===== src/rtl/core/enkc_pkg.sv =====
`timescale 1ns / 1ps
// ============================================================================
// enkc_pkg
// Shared types and constants for the expiring negative key cache: sizes,
// command and state codes, and the control bundle broadcast to the cells.
// ============================================================================
package enkc_pkg;

    // Number of cells in the row.
    localparam int DEPTH = 64;
    localparam int IDX_W = $clog2(DEPTH);
    localparam int CNT_W = $clog2(DEPTH + 1);

    // Field widths fixed by the interface.
    localparam int KEY_W = 32;
    localparam int TIME_W = 32;
    localparam int MAXE_W = 7;
    localparam int CNT_OUT_W = 7;

    // Width for comparing the count against the entry limit.
    localparam int LIM_W = ((CNT_W > MAXE_W) ? CNT_W : MAXE_W) + 1;

    typedef logic [IDX_W-1:0] idx_t;
    typedef logic [CNT_W-1:0] cnt_t;
    typedef logic [LIM_W-1:0] lim_t;

    // Configuration register indexes.
    localparam logic CFG_TTL = 1'b0;
    localparam logic CFG_MAX = 1'b1;

    typedef enum logic [1:0] {
        CMD_ADD    = 2'd0,
        CMD_LOOKUP = 2'd1,
        CMD_REAP   = 2'd2,
        CMD_CLEAR  = 2'd3
    } cmd_t;

    typedef enum logic [1:0] {
        ST_IDLE,
        ST_EXEC,
        ST_REAP
    } state_t;

    // Control broadcast to every cell in the row.
    typedef struct packed {
        logic               shift_all;
        logic               shift_match;
        logic               wr_en;
        idx_t               wr_idx;
        logic               kill_en;
        idx_t               kill_idx;
        logic               clr_all;
        logic [KEY_W-1:0]   probe_key;
        logic [TIME_W-1:0]  probe_now;
        logic [TIME_W-1:0]  ttl;
    } enkc_ctl_t;

endpackage


===== src/rtl/core/enkc_cell.sv =====
`timescale 1ns / 1ps
// ============================================================================
// enkc_cell
// One cache cell: holds a key, its stamp and a valid bit, compares the probe
// key, checks expiry, and takes its right neighbor's entry on a shift.
// ============================================================================
module enkc_cell (
    input  logic                          clk,
    input  logic                          rst_n,
    input  enkc_pkg::idx_t                idx,
    input  enkc_pkg::enkc_ctl_t           ctl,
    input  logic [enkc_pkg::KEY_W-1:0]    nb_key,
    input  logic [enkc_pkg::TIME_W-1:0]   nb_stamp,
    input  logic                          match_in,
    output logic                          match_out,
    output logic [enkc_pkg::KEY_W-1:0]    key_q,
    output logic [enkc_pkg::TIME_W-1:0]   stamp_q,
    output logic                          valid_q,
    output logic                          hit,
    output logic                          expired
);

    logic [enkc_pkg::KEY_W-1:0]  key_reg;
    logic [enkc_pkg::KEY_W-1:0]  key_next;
    logic [enkc_pkg::TIME_W-1:0] stamp_reg;
    logic [enkc_pkg::TIME_W-1:0] stamp_next;
    logic                        valid_reg;
    logic                        valid_next;
    logic                        match_here;
    logic                        shift_here;
    logic                        wr_here;
    logic [enkc_pkg::TIME_W-1:0] age;

    // Compare and expiry check against the probe.
    assign match_here = valid_reg && (key_reg == ctl.probe_key);
    assign match_out  = match_in || match_here;
    assign age        = ctl.probe_now - stamp_reg;
    assign expired    = age > ctl.ttl;
    assign hit        = match_here && !expired;

    // A cell at or after the matching cell shifts on a refresh.
    assign shift_here = ctl.shift_all || (ctl.shift_match && match_out);
    assign wr_here    = ctl.wr_en && (ctl.wr_idx == idx);

    // Entry data: a tail write wins over a shift.
    always_comb
    begin
        key_next   = key_reg;
        stamp_next = stamp_reg;
        if (wr_here)
        begin
            key_next   = ctl.probe_key;
            stamp_next = ctl.probe_now;
        end
        else if (shift_here)
        begin
            key_next   = nb_key;
            stamp_next = nb_stamp;
        end
    end

    // Valid bit follows the count: cleared at the old tail or on a clear, set at a new one.
    always_comb
    begin
        valid_next = valid_reg;
        if (ctl.clr_all)
        begin
            valid_next = 1'b0;
        end
        else if (ctl.kill_en && (ctl.kill_idx == idx))
        begin
            valid_next = 1'b0;
        end
        else if (wr_here)
        begin
            valid_next = 1'b1;
        end
    end

    always_ff @(posedge clk)
    begin
        key_reg   <= key_next;
        stamp_reg <= stamp_next;
    end

    always_ff @(posedge clk or negedge rst_n)
    begin
        if (!rst_n)
        begin
            valid_reg <= 1'b0;
        end
        else
        begin
            valid_reg <= valid_next;
        end
    end

    assign key_q   = key_reg;
    assign stamp_q = stamp_reg;
    assign valid_q = valid_reg;

endmodule


===== config.mk =====
export PLATFORM = sky130hd
export DESIGN_NAME = enkc_cell
export DESIGN_NICKNAME = d
export VERILOG_FILES = /design/src/rtl/core/enkc_pkg.sv /design/src/rtl/core/enkc_cell.sv
export SDC_FILE = /design/constraint.sdc
export NUM_CORES = 1
export LEC_CHECK = 0
export BUFFER_PORTS_ARGS = -buffer_cell sky130_fd_sc_hd__buf_2
export CORE_UTILIZATION = 33
export CTS_BUF_LIST = sky130_fd_sc_hd__clkbuf_8
export DETAILED_ROUTE_END_ITERATION = 7
export PLACE_DENSITY = 0.71
export SYNTH_ARGS = -nofsm -noshare
export SYNTH_HDL_FRONTEND = slang
export SYNTH_SLANG_ARGS = --single-unit

===== constraint.sdc =====
create_clock -name clk -period 5.45 [get_ports clk]
set_input_delay 0.545 -clock clk [delete_from_list [all_inputs] [get_ports clk]]
set_output_delay 0.545 -clock clk [all_outputs]
set_load 0.02 [all_outputs]

==> impl_results.md, run 1 <==
* CTS Sinks at 65
* Setup CP Type: reg -> out
* Post-synth EDFFs at 64
* Yosys cell types at 61
* Post-synth top flop: edfxtp_1
* Height of the die at 134.9 um
* Layout cell share with drive strength beyond 1 at 0.4229
* Drt pass-1 iters at 4
* Mapped Area at 5831 um^2
* Syn nets at 818
* Placer Congestion at between 0.8 and 0.9
* P&R area growth vs syn at 29.83%
* Core Area at 17,300 um^2
* Final-stage net count at 1,075
* Number of synthesized register bits at 65
* Worst Path Arrival at 4570 ps
* Clock Skews at 15.58 ps
* Core Rows at 48
* Detail Route Antenna Nets at 0
* Setup crit start kind: flop
* Boundary Pins at between 200 and 300
* Peak fanout along the critical path at 4
* Placed Cells at between 1,000 and 1,500
* WL final at 17.00 mm
* Resized cells post-CTS at 0
* Most frequent cells in the layout: buf_2 (253), inv_1 (68), mux2_2 (64), edfxtp_1 (64), ha_1 (63)
* GRT overflow at 0
* Status: finished clean
* Core Util, Final at 0.4376
* Post-Synthesis Cells at 568
* Post-synthesis sequential area ratio at 0.3339
* PwrDens at 250.4 nW/um^2
* Leak at ~3.6 nW
* DP HPWL at 14.27 mm
* Fin Setup TNS at 0 ps
* Slew @ Worst Pin at 613.5 ps
* Initial Util at 0.3371
* Count of buffers from port buffering at 253
* CTS H-tree lvls at 3
* Setup slack, reg-to-reg at around 2400 ps
* Pwr Total at 1.896 mW
* Worst Setup End Kind: output pin
* Post-Layout Cell Count at between 1,000 and 1,500
* Worst-Skew Late Latency at 350 ps
* Setup Buffers After CTS at 0
* Routed WL per cell at 16.12 um
* CTS tree: built
* GR Util All Layers at 0.1877
* Cell Area, Placed at around 7400 um^2
* Number of warnings issued by yosys at 0
* Die area at 18,200 um^2
* Vias after detailed routing at 5,212
* Syn avg cell area at approximately 10 um^2
* Commonest non-fill, non-tap cell in the layout: buf_2
* VDD IR max at 0.1303 mV
* Die W at 134.9 um
* First-pass GRT wire length at 26.38 mm
* # DRC at 0
* Crit path time final at 5118 ps
* Clock slew seen by the registers of the worst setup and hold paths at 80 ps
* Antenna cells at 0
* RSZ-0062 raised after global routing: no
* Async set or reset register ratio after synthesis at 0.01538
* Design area at between 7000 and 8000 um^2
* Largest net degree at the start of global routing at 48
* Initial antenna violation count at 2
* Rel. slew slack at 0.5910
* Fin crit share at 0.9391
* Final hold vios at 0
* Vias in the first global route at 5,309
* Maximum Capacitance Violations at 0
* Final Setup Violations at 0
* Initial drt markers at 177
* Total CTS buffers at 9
* Worst Path Required at just under 5000 ps
* Max-slew violations at 0
* Hold Path Class: in -> reg
* Max Clock Freq at 195.4 MHz
* Hold buffer count at cts at 1
* Root Buffer: clkbuf_8
* CTS max path bufs at 2
* Number of fill cells at 1,686
* Vias per cell at 4.940
[metrics by stage]
stage	hold slack (ps)	worst slack, ps
after detailed placement	321.6	344.3
after floorplan	249.4	781.0
after CTS	338.7	289.7
final	359.1	332.2
after global routing	357.4	9.019
after global placement	321.0	438.4
[synthesized netlist by cell type (2+ instances only)]
| cell | number | area share |
|---|---|---|
| a211oi_1 | 6 | 0.0077 |
| a21boi_0 | 2 | 0.0026 |
| a21o_1 | 28 | 0.036 |
| a21oi_1 | 29 | 0.025 |
| a221oi_1 | 4 | 0.0060 |
| a31oi_1 | 5 | 0.0054 |
| and2_1 | 2 | 0.0021 |
| and3_1 | 2 | 0.0021 |
| and4_1 | 2 | 0.0030 |
| buf_2 | 4 | 0.0034 |
| clkbuf_1 | 9 | 0.0058 |
| edfxtp_1 | 64 | 0.33 |
| ha_1 | 63 | 0.14 |
| inv_1 | 68 | 0.044 |
| mux2_2 | 64 | 0.12 |
| nand2_1 | 19 | 0.012 |
| nand2b_1 | 4 | 0.0043 |
| nand3_1 | 9 | 0.0077 |
| nand4_1 | 22 | 0.024 |
| nor2_1 | 18 | 0.012 |
| nor2b_1 | 5 | 0.0054 |
| nor3_1 | 3 | 0.0026 |
| nor4_1 | 5 | 0.0054 |
| o21a_1 | 5 | 0.0064 |
| o21ai_0 | 16 | 0.014 |
| o21bai_1 | 2 | 0.0026 |
| o31a_1 | 2 | 0.0030 |
| xnor2_1 | 53 | 0.080 |
| xor2_1 | 21 | 0.032 |
[path summary, 6_finish.rpt]
kind / from / end / cells past startpoint
setup / recovery: stamp_q[3] / hit / 20
min in group asynchronous: rst_n / valid_q / 2
setup reg to reg: key_q[29] / key_q[30] / 8
hold reg to reg: valid_q / valid_q / 2
hold / removal: ctl[96] / valid_q / 2
max in group asynchronous: rst_n / valid_q / 2
[where the power goes]
part | leakage [nW] | internal [mW] | switching, mW
Sequential | 0.653 | 0.610 | 0.0302
Clock | 0.0994 | 0.211 | 0.211
Combinational | 2.89 | 0.371 | 0.462
Total | 3.65 | 1.19 | 0.704
[flip-flops by register name (all words and copies together) (netlist names)]
signal and count:
key_q 32, valid_q 1, stamp_q 32
[kinds of logic after synthesis]
group,count (synthesis),synth area share
compound gates,121,0.1485
xor+xnor,74,0.1112
fa+ha+maj,64,0.1386
buf+inv,82,0.05493
flops,65,0.3339
mux,64,0.1236
simple gates,98,0.08927
[area by class of cell]
type / instances / area [um^2] / area share
clock inverter: 7 / 70.07 / 0.009256
inverter: 68 / 255.2 / 0.03372
tap: 225 / 281.5 / 0.03719
timing repair buffer: 260 / 1321 / 0.1745
sequential: 65 / 1947 / 0.2572
multi-input combinational: 421 / 3571 / 0.4717
clock buffer: 9 / 123.9 / 0.01636
[critical path: stages (launching register included)]
cell      delay [ps]
edfxtp_1         390
inv_1             70
ha_1             260
and2_1           170
o21ai_0          240
and4bb_1         260
a211oi_2         110
o41ai_4          480
o21ai_2          150
a221oi_2         280
xnor2_1          110
ha_1             310
a21o_1           120
a21o_1           100
a21oi_1           60
o21ai_0          200
a21oi_1           60
o21ai_0           70
a21boi_0         490
nor2_1           120
buf_2            190
[metal layers]
metal | GRT usage | part of all wire
met5 | 0 | 0.0016
met4 | 0.06429 | 0.020
met3 | 0.03679 | 0.052
met2 | 0.3408 | 0.52
met1 | 0.2187 | 0.41
Power figures use the tool's default switching activity.
==> run 2, diff against run 1 <==
- GPL_TIMING_DRIVEN: unset -> 0
==> run 2 against run 1 <==
Sequential power is essentially flat. Highest routed layer is now met4. Power down 0.15%. Critical path depth stayed put. Core utilization increased by 0.23 points. Clock power increased by 0.9%.
==> impl_results.md, run 2 (same netlist as run 1, synthesis figures left out) <==
* Hold wc startpoint: ctl[96]
* Worst-Skew Late Latency at 350 ps
* Drt pass-1 iters at 4
* GRT overflow at 0
* Critical path cell sequence: inv_1 > ha_1 > nor2b_1 > o2111ai_1 > and4bb_1 > a211oi_2 > o41ai_4 > o21ai_2 > a221oi_2 > xnor2_1 > ha_1 > a21o_1 > a21o_1 > a21oi_1 > o21ai_0 > a21oi_1 > o21ai_0 > a21boi_2 > nor2_1 > buf_2
* Crit-path slowest cell: o41ai_4
* Commonest non-fill, non-tap cell in the layout: buf_2
* Critical path depth at 20
* # DRC at 0
* VDD IR max at approximately 0.15 mV
* CTS max path bufs at 2
* Vias after detailed routing at 5,236
* Max-slew violations at 0
* Setup Buffers After CTS at 0
* WL final at 16.81 mm
* Setup CP Type: reg -> out
* CTS tree: built
* Core Area at 17,300 um^2
* Max Clock Freq at 198.6 MHz
* Worst path bufs/invs at 2
* CTS Sinks at 65
* Count of buffers from port buffering at 253
* Clock Skews at 19.89 ps
* Slew @ Worst Pin at 855.3 ps
* Layout cell share with drive strength beyond 1 at 0.4177
* Routed WL per cell at 15.75 um
* RR Endpoint: stamp_q[18]
* GR Util All Layers at 0.1865
* Placer Congestion at 0.8511
* Crit path time final at 5035 ps
* Total CTS buffers at 9
* Worst Path Required at slightly below 5000 ps
* Setup slack, reg-to-reg at ~2400 ps
* Hold_ws at between 300 and 400 ps
* Final-stage net count at ~1,100
* Rel. slew slack at 0.4298
* Initial drt markers at between 150 and 200
* Peak fanout along the critical path at 4
* Status: finished clean
* Hold Path Cell Cnt at 2
* DP HPWL at 14.22 mm
* First-pass GRT wire length at 26.17 mm
* Largest net degree at the start of global routing at 65
* Final hold vios at 0
* Maximum Capacitance Violations at 0
* Depth of the worst register-to-register path at 7
* Fin crit share at 0.9238
* P&R area growth vs syn at 30.52%
* Leak at 3.659 nW
* Root Buffer: clkbuf_8
* Initial Util at 0.3371
* R2r startpoint: key_q[28]
* Setup crit start kind: flop
* Fin Setup TNS at 0 ps
* CTS H-tree lvls at 3
* Core Rows at 48
* Detail Route Antenna Nets at 0
* CP top delay family: compound AO/OA/AOI/OAI gates
* Hold Path Class: in -> reg
* Worst Path Arrival at 4490 ps
* Design area at 7610 um^2
* RSZ-0062 raised after global routing: no
* PwrDens at 248.7 nW/um^2
* Final Setup Violations at 0
* Most frequent cells in the layout: buf_2 (257), inv_1 (68), mux2_2 (64), edfxtp_1 (64), ha_1 (63)
* Cell Area, Placed at 7387 um^2
* Height of the die at 134.9 um
* Clock slew seen by the registers of the worst setup and hold paths at ~80 ps
* Worst Setup End Kind: output pin
* Vias per cell at between 4 and 5
* WHS Endpoint: valid_q
* Vias in the first global route at 5,273
* Worst path max stage delay at 450 ps
* Initial antenna violation count at 4
* Die area at between 15,000 and 20,000 um^2
* Die W at between 100 and 150 um
* Boundary Pins at about 250
run 2: metrics by stage:
| step | cells | util | power [mW] | setup slack, ps |
|---|---|---|---|---|
| after floorplan | 568 | - | 1.218 | 781.0 |
| after global placement | 1046 | 0.4266 | 1.464 | 222.9 |
| after detailed placement | 1046 | 0.4271 | 1.481 | 166.2 |
| after CTS | 1063 | 0.4392 | 1.915 | 94.12 |
| after global routing | 1065 | 0.4397 | 2.033 | 78.13 |
| final | 1067 | 0.4400 | 1.893 | 415.1 |
run 2: how the worst max path moves through the flow:
stage / startpoint / endpoint / slack, ps
final: stamp_q[1] / hit / 420
after global routing: stamp_q[0] / hit / 80
after CTS: stamp_q[0] / expired / 90
after detailed placement: ctl[32] / expired / 170
after global placement: ctl[40] / expired / 220
after floorplan: ctl[32] / hit / 780
run 2: layer usage:
metal,vias up,part of all wire,GRT usage
li1,2613,-,-
met1,2391,0.39,0.2125
met2,196,0.51,0.3299
met3,36,0.067,0.04467
met4,0,0.032,0.08240
met5,-,0,0
run 2: worst register-to-register path, cell delays in order, from the launching register on:
cell and delay (ps):
edfxtp_1 420, xnor2_1 180, nand4_1 150, nor4_1 330, nand4_1 140, or4_1 620
nand2b_1 150, a211o_4 710
run 2: area by class of cell:
type,count,area (um^2)
fill,1732,9687
multi-input combinational,421,3576
sequential,65,1947
timing repair buffer,254,1276
tap,225,281.5
inverter,68,255.2
clock buffer,9,123.9
clock inverter,7,75.07
buffer,14,65.06
antenna,4,10.01
run 2: timing repair:
item                                    in CTS  in global routing
hold endpoints to repair                     1                  0
hold buffers                                 1                  0
endpoints found under the setup margin       0                  2
gates resized for setup                      0                  2
run 2: report_power, final:
part           switching (mW)  internal (mW)
clock network           0.211          0.215
logic                   0.458          0.369
registers              0.0299          0.610
